## src/design/fce_pkg.sv

```systemverilog
// ----------------------------------------------------------------------------
// fce_pkg
// Shared constants, types and saturation helpers for the feedback comb echo.
// ----------------------------------------------------------------------------
package fce_pkg;

    localparam int MAX_DELAY  = 16384;
    localparam int POS_W      = $clog2(MAX_DELAY);
    localparam int HIST_AW    = POS_W + 1;
    localparam int HIST_DEPTH = 2 * MAX_DELAY;

    localparam int DRY_W  = 16;
    localparam int WET_W  = 24;
    localparam int HIST_W = DRY_W + WET_W;
    localparam int GAIN_W = 15;
    localparam int FRAC_W = 14;
    localparam int PROD_W = WET_W + GAIN_W + 1;
    localparam int SHR_W  = PROD_W - FRAC_W;
    localparam int SUM_W  = SHR_W + 1;

    localparam int APB_AW = 4;
    localparam int APB_DW = 32;

    localparam logic [1:0] REG_ECHO_GAIN     = 2'd0;
    localparam logic [1:0] REG_FEEDBACK_GAIN = 2'd1;
    localparam logic [1:0] REG_DELAY         = 2'd2;
    localparam logic [1:0] REG_STEREO        = 2'd3;

    localparam logic [GAIN_W-1:0] ECHO_GAIN_RST     = GAIN_W'(2949);
    localparam logic [GAIN_W-1:0] FEEDBACK_GAIN_RST = GAIN_W'(8225);
    localparam logic [POS_W-1:0]  DELAY_RST         = POS_W'(9120);

    typedef struct packed {
        logic               en;
        logic [HIST_AW-1:0] addr;
        logic [HIST_W-1:0]  data;
    } t_mem_wr;

    // Clamp a wide sum to the signed range of the wet history.
    function automatic logic [WET_W-1:0] sat_wet(input logic [SUM_W-1:0] v);
        logic [WET_W-1:0] r;
        if (!v[SUM_W-1] && (|v[SUM_W-2:WET_W-1])) begin
            r = {1'b0, {(WET_W-1){1'b1}}};
        end else if (v[SUM_W-1] && !(&v[SUM_W-2:WET_W-1])) begin
            r = {1'b1, {(WET_W-1){1'b0}}};
        end else begin
            r = v[WET_W-1:0];
        end
        return r;
    endfunction

    // Clamp a wide sum to the signed 16-bit sample range.
    function automatic logic [DRY_W-1:0] sat_dry(input logic [SUM_W-1:0] v);
        logic [DRY_W-1:0] r;
        if (!v[SUM_W-1] && (|v[SUM_W-2:DRY_W-1])) begin
            r = {1'b0, {(DRY_W-1){1'b1}}};
        end else if (v[SUM_W-1] && !(&v[SUM_W-2:DRY_W-1])) begin
            r = {1'b1, {(DRY_W-1){1'b0}}};
        end else begin
            r = v[DRY_W-1:0];
        end
        return r;
    endfunction

endpackage

```

## src/design/fce_mul.sv

```systemverilog
// ----------------------------------------------------------------------------
// fce_mul
// Shared registered multiplier: signed wet value times unsigned Q1.14 gain.
// ----------------------------------------------------------------------------
module fce_mul
    import fce_pkg::*;
(
    input  logic              i_clk,
    input  logic              i_en,
    input  logic [GAIN_W-1:0] i_gain,
    input  logic [WET_W-1:0]  i_operand,
    output logic [PROD_W-1:0] o_product
);

    logic signed [PROD_W-1:0] r_product;
    logic signed [GAIN_W:0]   w_gain_s;
    logic signed [WET_W-1:0]  w_op_s;

    assign w_gain_s = $signed({1'b0, i_gain});
    assign w_op_s   = $signed(i_operand);

    always_ff @(posedge i_clk) begin
        if (i_en) begin
            r_product <= PROD_W'(w_op_s) * PROD_W'(w_gain_s);
        end
    end

    assign o_product = r_product;

endmodule

```

## config.mk

```make
export PLATFORM = sky130hd
export DESIGN_NAME = fce_mul
export DESIGN_NICKNAME = d
export VERILOG_FILES = /design/src/design/fce_pkg.sv /design/src/design/fce_mul.sv
export SDC_FILE = /design/constraint.sdc
export NUM_CORES = 1
export LEC_CHECK = 0
export ABC_AREA = 1
export BUFFER_PORTS_ARGS = -buffer_cell sky130_fd_sc_hd__buf_4
export CAP_MARGIN = 30
export CORE_AREA = 2 2 170 213
export DETAILED_ROUTE_END_ITERATION = 8
export DIE_AREA = 0 0 172 215
export PLACE_DENSITY = 0.68
export SLEW_MARGIN = 10
export SYNTH_ARGS = -nofsm -noshare
export SYNTH_HDL_FRONTEND = slang
export SYNTH_SLANG_ARGS = --single-unit
```

## constraint.sdc

```tcl
create_clock -name i_clk -period 15.74 [get_ports i_clk]
set_input_delay 3.148 -clock i_clk [delete_from_list [all_inputs] [get_ports i_clk]]
set_output_delay 3.148 -clock i_clk [all_outputs]
set_load 0.01 [all_outputs]
```

# Yosys cells after proc, flatten, opt, wreduce, memory -nomap -nowiden
# Index checks and enable logic that the tools add are counted.
# word_totals
ff_bits	40
in_bits	41
wordCells	2
# op_classes
mul	1
# ops
operator	count
24-bit by 16-bit multiplier with 40-bit output	1

# Depth between registers and ports, before layout
# Gate-level depths: netlist of run 1.
# depth
depth_word	1
mapped_depth	27
depth_no_buf	26

# Least setup slack after synthesis of run 1
# No wires, ideal clock.
# synth_timing
path_type	in2reg
from	in i_operand[23]
to	reg r_product[38], in the netlist o_product[38] (data pin)
setup_ns	0.253
arrival_time_ns	8.070
required_time_ns	15.487
path_slack_ns	7.417
cell_stages	19
n_path_buf	1
path_cell_list	clkbuf_1 nand2_1 fa_1 fa_1 inv_1 fa_1 inv_1 fa_1 fa_1 fa_1 inv_1 ha_1 inv_1 nor3_1 nand3_1 nor2_1 nand3b_1 nand4_1 nand2_1
# synth_via
elab_chain_cells	1
# synth_rtl
item	line_no	source
from (decl)	fce_mul.sv:11	input logic [WET_W-1:0] i_operand,
24-bit by 16-bit multiplier with 40-bit output	fce_mul.sv:24	r_product <= PROD_W'(w_op_s) * PROD_W'(w_gain_s);
to (signal assigned)	fce_mul.sv:24	
to (decl)	fce_mul.sv:15	logic signed [PROD_W-1:0] r_product;
# Every way passes these cells.
# A chain may end at the register's enable or synchronous reset.

# Worst setup path in the final report of run 1
# layout_timing
from	in i_gain[1]
to	reg r_product[38], in the netlist o_product[38] (data pin)
# layout_via
elab_chain_cells	1
# layout_rtl
item	line_no	source
from (decl)	fce_mul.sv:10	input logic [GAIN_W-1:0] i_gain,
24-bit by 16-bit multiplier with 40-bit output	fce_mul.sv:24	
# Every way passes these cells.

==> results of run 1 <==
[final cells by class]
cell class	instances	area share [%]
well taps	474	3.541
clock buffers	5	0.7471
clock inverters	2	0.3586
inverters	664	14.88
repair buffers	80	3.586
flip-flops and latches	40	7.172
multi-input cells	1261	69.71
[metal layers]
layer | share of wire [%] | track usage, % | vias to the layer above | wire length (um)
met5 | 0 | 0 | - | 0
met4 | 3.5 | 6.695 | 0 | 1329
met3 | 2.9 | 1.142 | 88 | 1113
met2 | 56 | 44.38 | 273 | 21590
met1 | 38 | 26.18 | 6063 | 14480
li1 | - | - | 5680 | -
[placed cells by master, fill, tap and decap left out, types with 3 or more instances in the layout]
master / count
nor2_1: 62
nand3_1: 44
nand3_2: 3
nand3b_1: 3
edfxtp_1: 40
xor2_1: 18
fa_1: 350
nor2_2: 6
clkbuf_16: 5
nor3_1: 6
ha_1: 98
inv_2: 4
nand2_1: 604
buf_4: 80
o21ai_0: 7
o21bai_1: 7
a21oi_1: 22
inv_1: 660
a21oi_2: 4
nand4_1: 8
nand2_2: 7
[worst max-delay path by stage]
stage | start | to | cells after the start
floorplan | i_operand[23] | o_product[38]$_DFFE_PP_ | 19
global placement | i_gain[1] | o_product[36]$_DFFE_PP_ | 19
detailed placement | i_gain[1] | o_product[39]$_DFFE_PP_ | 19
CTS | i_gain[1] | o_product[39]$_DFFE_PP_ | 19
global route | i_gain[1] | o_product[38]$_DFFE_PP_ | 19
finish | i_gain[1] | o_product[38]$_DFFE_PP_ | 19
[kinds of logic after synthesis]
group | after synthesis
compound gates | 45
xor+xnor | 20
fa+ha+maj | 448
buf+inv | 718
flops | 40
simple gates | 748
[per-stage QoR]
step | worst slack (ps) | hold WS, ps | util [%]
6_report | 7109 | 3317 | 47.76
5_1_grt | 6723 | 3338 | 47.76
4_1_cts | 7094 | 3299 | 47.76
3_5_place_dp | 6815 | 3560 | 47.23
3_3_place_gp | 6976 | 3556 | 47.23
2_1_floorplan | 7417 | 3261 | -
==> qor.txt, run 1 <==
Status: finished, final reports clean
Placer Congestion: 0.9152
WP buf/inv: 5
Final non-filler cell total: 2526
Clock-pin slew on the worst setup and hold paths: 60 ps
Cell depth of the worst hold path: 3
Async S/R FF share, synth: 0%
Initial Utilization: 44.40%
Total CTS buffers: 5
Final wirelength: 38510 um
Post-synthesis sequential area ratio: 7.714%
Antenna Nets Post-Route: 0
Largest family of logic cells by synthesized area: adder cells
Synth Cell Area: 0.01557 mm^2
Overall Global Routing Usage: 22.69%
Tcrit/Tclk final: 54.83%
First-pass GRT wire length: 66550 um
Largest net degree at the start of global routing: 41
Worst Path Arrival: 8670 ps
Core Footprint: 0.03507 mm^2
Slowest CP cell: fa_1
Fin crit period: 8631 ps
Post-synthesis xor/xnor area fraction: 1.125%
CTS resizes: 0
Complex-gate fraction of the synthesized area: 1.848%
Most common cell on crit path: fa_1
Type of the worst setup path: input pin to register
Max incr delay on CP: 690 ps
Max_cap viols: 0
Distinct cells, synth: 29
Syn_area_per_cell: 7.712 um^2
Multi-input combinational cell area: 0.01167 mm^2
Setup TNS: 0 ps
Number of global-route vias before repair: 13610
Worst hold start: i_operand[0]
DR pass1 iterations: 6
Layout cells sized above 1: 5.702%
DR vias/cell: 4.792
Actual slew at the worst max-slew pin: 595.6 ps
CTS tree: done
Post-Synth Simple-Gate Area: 19.13%
DRT iter0 DRCs: 498
P&R area growth vs syn: 7.553%
CP required: 15780 ps
Top-level port count: 81
# DRC: 0
Placed Instances: 2519
Syn Nets: 2508
Mux contribution to synthesized area: 0%
Num Clock Sinks: 40
Root buf cell: clkbuf_16
Count of final hold-check violations: 0
Synthesized flop and latch total: 40
CP top delay family: adder cells
Register area: 0.001201 mm^2
Hold Crit Class: input pin to register
Row cnt: 77
Synth Flop Type: edfxtp_1
Final Slew Violations: 0
Placement Cell Area: 0.01656 mm^2
Hpwl dp: 33450 um
H-tree levels: 2
Crit-path cells: buf_4 > nand2_1 > fa_1 > fa_1 > inv_1 > fa_1 > inv_1 > fa_1 > fa_1 > fa_1 > inv_1 > ha_1 > inv_1 > nor3_1 > nand3_1 > nor2_1 > nand3b_1 > nand4_1 > nand2_1
Gate Count Post-Synth: 2019
Initial antenna violation count: 0
Die W: 172 um
Endpoints failing setup: 0
Max reg flops: 40
Synth cell count leaders: inv_1, nand2_1, fa_1
Total number of vias: 12100
Peak Freq: 115.9 MHz
Synth top area share: 45.00%
Post-synth EDFFs: 40
Adder-cell share of the synthesized area: 52.87%
CP endpoint kind: register
Worst Path Max Fanout: 24
Hold path endpoint: o_product[0]$_DFFE_PP_
Layout Nets: 2541
Routed length per instance: 15.25 um
Post-CTS Hold Buffers: 0
Ant. Diodes: 0
Clock tree buffer depth: 2
Grt total ovfl: 0
Relative slew slack: 60.25%
Die area: 0.03698 mm^2
Die height: 215 um
Fill cell count: 3464
Yosys warnings: 0
Cell with the most instances after synthesis: inv_1
PortBufs: 80
Worst setup SP type: input pin
Setup bufs post-CTS: 0
Unrepaired setup endpoints after global routing: no
Final instance area: 0.01675 mm^2
Synth top area cells: fa_1, inv_1, nand2_1, ha_1, edfxtp_1
Yosys top cell by area: fa_1
Power of run 1 is not shown: default switching activity piles up to over one toggle a cycle in this logic, so the estimate is an artifact.
==> run 2, diff against run 1 <==
- clock period: 15.74 -> 8.7 ns (I/O delays scaled with it)
==> qor.txt, run 2 (same netlist as run 1, synthesis figures left out) <==
Antenna Nets Post-Route: 0
CP top delay family: adder cells
Total CTS buffers: 5
Most frequent cells in the layout: inv_1, nand2_1, fa_1
Worst setup SP type: input pin
DRT iter0 DRCs: 554
WP buf/inv: 4
CTS resizes: 0
Top-level port count: 81
Crit. path cell count: 19
Root buf cell: clkbuf_16
Num Clock Sinks: 40
Total number of vias: 12070
Layout cells sized above 1: 5.702%
Unrepaired setup endpoints after global routing: no
CTS tree: done
Hold Crit Class: input pin to register
CP endpoint kind: register
Critical path origin: i_gain[1]
Row cnt: 77
First-pass GRT wire length: 65670 um
Post-CTS Hold Buffers: 0
Hpwl dp: 33460 um
Final Slew Violations: 0
Relative slew slack: 59.10%
Placer Congestion: 0.9145
Max reg flops: 40
Worst Path Arrival: 7200 ps
Core Footprint: 0.03507 mm^2
Number of global-route vias before repair: 13440
Die W: 172 um
Count of final hold-check violations: 0
Setup crit end: o_product[36]$_DFFE_PP_
Crit-path cells: buf_4 > nand2_1 > fa_1 > fa_1 > inv_1 > fa_1 > fa_1 > fa_1 > inv_1 > fa_1 > inv_1 > ha_1 > nand2_1 > nor2_1 > nand2_1 > nor2_1 > nand4_1 > nand4_1 > nand2_1
Most common cell after layout, fill and taps aside: inv_1
Final wirelength: 38370 um
Setup bufs post-CTS: 0
Ant. Diodes: 0
Slowest CP cell: fa_1
Setup TNS: 0 ps
Routed length per instance: 15.19 um
Most common cell on crit path: fa_1
Worst Path Max Fanout: 24
Max_cap viols: 0
Initial Utilization: 44.40%
Peak Freq: 139.5 MHz
P&R area growth vs syn: 7.553%
Initial antenna violation count: 0
PortBufs: 80
Type of the worst setup path: input pin to register
DR pass1 iterations: 5
Overall Global Routing Usage: 22.52%
CP required: 8730 ps
Placed Instances: 2519
Status: finished, final reports clean
Endpoints failing setup: 0
Tcrit/Tclk final: 82.42%
Clock-pin slew on the worst setup and hold paths: 60 ps
Actual slew at the worst max-slew pin: 612.9 ps
Layout Nets: 2541
DR vias/cell: 4.779
# DRC: 0
Die area: 0.03698 mm^2
Largest net degree at the start of global routing: 41
Die height: 215 um
Clock tree buffer depth: 2
H-tree levels: 2
Cell depth of the worst hold path: 3
Grt total ovfl: 0
Max incr delay on CP: 780 ps
Final non-filler cell total: 2526
Fin crit period: 7171 ps
run 2: cell counts in the layout (fill, tap and decap cells not counted):
No cell type changed its count.
run 2: worst min-delay path by stage:
stage / from / endpoint
global route: i_operand[0] / o_product[0]$_DFFE_PP_
floorplan: i_en / o_product[0]$_DFFE_PP_
CTS: i_operand[0] / o_product[0]$_DFFE_PP_
global placement: o_product[20]$_DFFE_PP_ / o_product[20]
detailed placement: o_product[30]$_DFFE_PP_ / o_product[30]
finish: i_operand[0] / o_product[0]$_DFFE_PP_
run 2: routing by layer:
metal | global-route usage, % | vias to the layer above | wire length [um]
met5 | 0 | - | 0
met4 | 7.703 | 0 | 1474
met3 | 1.344 | 95 | 1152
met2 | 43.84 | 257 | 21310
met1 | 25.58 | 6037 | 14440
li1 | - | 5684 | -
run 2: cell type report:
type / instances / area, um^2
Fill cell: 3503 / 18320
Tap cell: 474 / 593.1
Sequential cell: 40 / 1201
Timing Repair Buffer: 80 / 600.6
Clock inverter: 2 / 60.06
Clock buffer: 5 / 125.1
Inverter: 664 / 2492
Multi-Input combinational cell: 1261 / 11670
run 2: per-stage QoR:
step	utilization, %	area [um^2]	hold slack [ps]	setup slack, ps
after floorplan	-	15570	1853	1785
after global placement	47.23	16560	2148	1345
after detailed placement	47.23	16560	2150	1276
after CTS	47.76	16750	1890	1560
after global routing	47.76	16750	1911	1135
final	47.76	16750	1905	1529
Power of run 2 is left out for the same reason.
==> run 3, diff against run 2 <==
- ABC_AREA: 1 -> 0
- CORE_AREA: 2 2 170 213 -> 2 2 164 206
- DIE_AREA: 0 0 172 215 -> 0 0 166 208
- clock period: 8.7 -> 7 ns (I/O delays scaled with it)
==> qor.txt, run 3 <==
Placement Cell Area: 0.01640 mm^2
Post-synth EDFFs: 40
Most frequent cells in the layout: inv_1, fa_1, nand2_1
Total CTS buffers: 5
Syn_area_per_cell: 9.471 um^2
Layout Nets: 2175
Number of global-route vias before repair: 12580
Fin crit period: 6808 ps
Yosys warnings: 0
Row cnt: 74
Status: finished, final reports clean
Final core utilization: 51.45%
Max reg flops: 40
Num Clock Sinks: 40
Cell with the most instances after synthesis: inv_1
Count of final hold-check violations: 0
Peak Freq: 146.9 MHz
Synth top area cells: fa_1, inv_1, ha_1, edfxtp_1, and2_1
CTS tree: done
Gate Count Post-Synth: 1523
Antenna Nets Post-Route: 0
Synthesized flop and latch total: 40
Type of the worst setup path: input pin to register
Post-CTS Hold Buffers: 0
Die W: 166 um
Initial antenna violation count: 0
H-tree levels: 2
DRT iter0 DRCs: 546
Initial Utilization: 44.39%
# DRC: 0
Synth Flop Type: edfxtp_1
P&R area growth vs syn: 15.92%
Die height: 208 um
Die area: 0.03453 mm^2
Async S/R FF share, synth: 0%
Ant. Diodes: 0
Core Footprint: 0.03250 mm^2
Actual slew at the worst max-slew pin: 584.0 ps
Root buf cell: clkbuf_16
Hold Slack: 1521 ps
Clock tree buffer depth: 2
Final instance area: 0.01672 mm^2
First-pass GRT wire length: 62460 um
Endpoints failing setup: 0
Hpwl dp: 32040 um
Most common cell after layout, fill and taps aside: inv_1
Relative slew slack: 61.07%
Max_cap viols: 0
CP required: 7060 ps
Yosys top cell by area: fa_1
Placer Congestion: 0.9397
DR pass1 iterations: 5
Final wirelength: 36950 um
Synth top area share: 48.57%
Grt total ovfl: 0
Synth cell count leaders: inv_1, fa_1, nand2_1
Routed length per instance: 17.56 um
Tcrit/Tclk final: 97.25%
Overall Global Routing Usage: 23.06%
Worst setup SP type: input pin
Synth Cell Area: 0.01443 mm^2
Top-level port count: 81
PortBufs: 80
Post-synthesis sequential area ratio: 8.327%
Worst Path Arrival: 6860 ps
Clock-pin slew on the worst setup and hold paths: 70 ps
DR vias/cell: 5.114
Final Slew Violations: 0
CP endpoint kind: register
Worst Path Max Fanout: 8
Layout cells sized above 1: 16.19%
Largest net degree at the start of global routing: 41
Distinct cells, synth: 61
Total number of vias: 10760
Syn Nets: 2012
Hold Crit Class: input pin to register
[run 3: cell types whose count changed after synthesis, moves of 9 or more]
cell	before	now
a21o_1	0	11
a21oi_1	22	34
and2_1	0	161
inv_1	660	400
nand2_1	604	220
nand3_1	44	4
nor2_1	62	13
o21ai_0	7	16
xnor2_1	2	31
xor2_1	18	9
[run 3: path summary, 6_finish.rpt]
check	endpoint	cells after the start	slack (ps)	from
worst max-delay path	o_product[35]$_DFFE_PP_	23	190	i_operand[15]
worst min-delay path	o_product[0]$_DFFE_PP_	2	1520	i_operand[0]
[run 3: worst max-delay path: stages]
cell	delay, ps
buf_4	160
and2_1	180
fa_1	540
inv_1	60
fa_1	460
fa_1	520
inv_1	60
fa_1	450
fa_1	610
inv_1	80
fa_1	480
inv_1	40
ha_1	300
nand4_1	100
o22ai_1	110
a2111oi_2	380
buf_4	170
o31ai_1	60
a31oi_2	170
buf_4	180
nor2_1	50
a31oi_1	200
xnor2_1	90
[run 3: timing repair]
| action | in CTS | in global routing |
|---|---|---|
| buffers inserted | 0 | 1 |
| gates resized for setup | 0 | 37 |
| endpoints found under the setup margin | 0 | 15 |
[run 3: stage by stage]
| stage | TNS [ps] | setup WS (ps) | instances |
|---|---|---|---|
| floorplan | 0 | 27.57 | 1523 |
| global placement | -1663 | -201.4 | 2096 |
| detailed placement | -2942 | -285.1 | 2096 |
| CTS | 0 | 37.38 | 2103 |
| global route | -85.60 | -33.89 | 2104 |
| finish | 0 | 192.3 | 2104 |
[run 3: logic make-up after synthesis]
family | Yosys count | share of synthesized area [%]
and+or+nand+nor | 423 | 14.46
adders and majority gates | 448 | 57.07
AOI/OAI and AO/OA | 109 | 5.508
DFF | 40 | 8.327
buffers and inverters | 463 | 12.20
xor gates and xnor gates | 40 | 2.429
[run 3: area by class of cell]
class	instances	area, um^2
clock inverters	2	12.51
well taps	418	523.0
repair buffers	219	1753
flip-flops and latches	40	1201
clock buffers	5	125.1
multi-input cells	1020	11600
fillers	2977	15780
inverters	400	1501
[run 3: per-layer routing]
| metal | vias to the layer above | part of all wire, % | track usage [%] |
|---|---|---|---|
| li1 | 4765 | - | - |
| met1 | 5511 | 33 | 23.88 |
| met2 | 359 | 55 | 44.40 |
| met3 | 125 | 5.0 | 2.910 |
| met4 | 0 | 6.4 | 13.07 |
| met5 | - | 0 | 0 |
Power of run 3 is left out for the same reason.
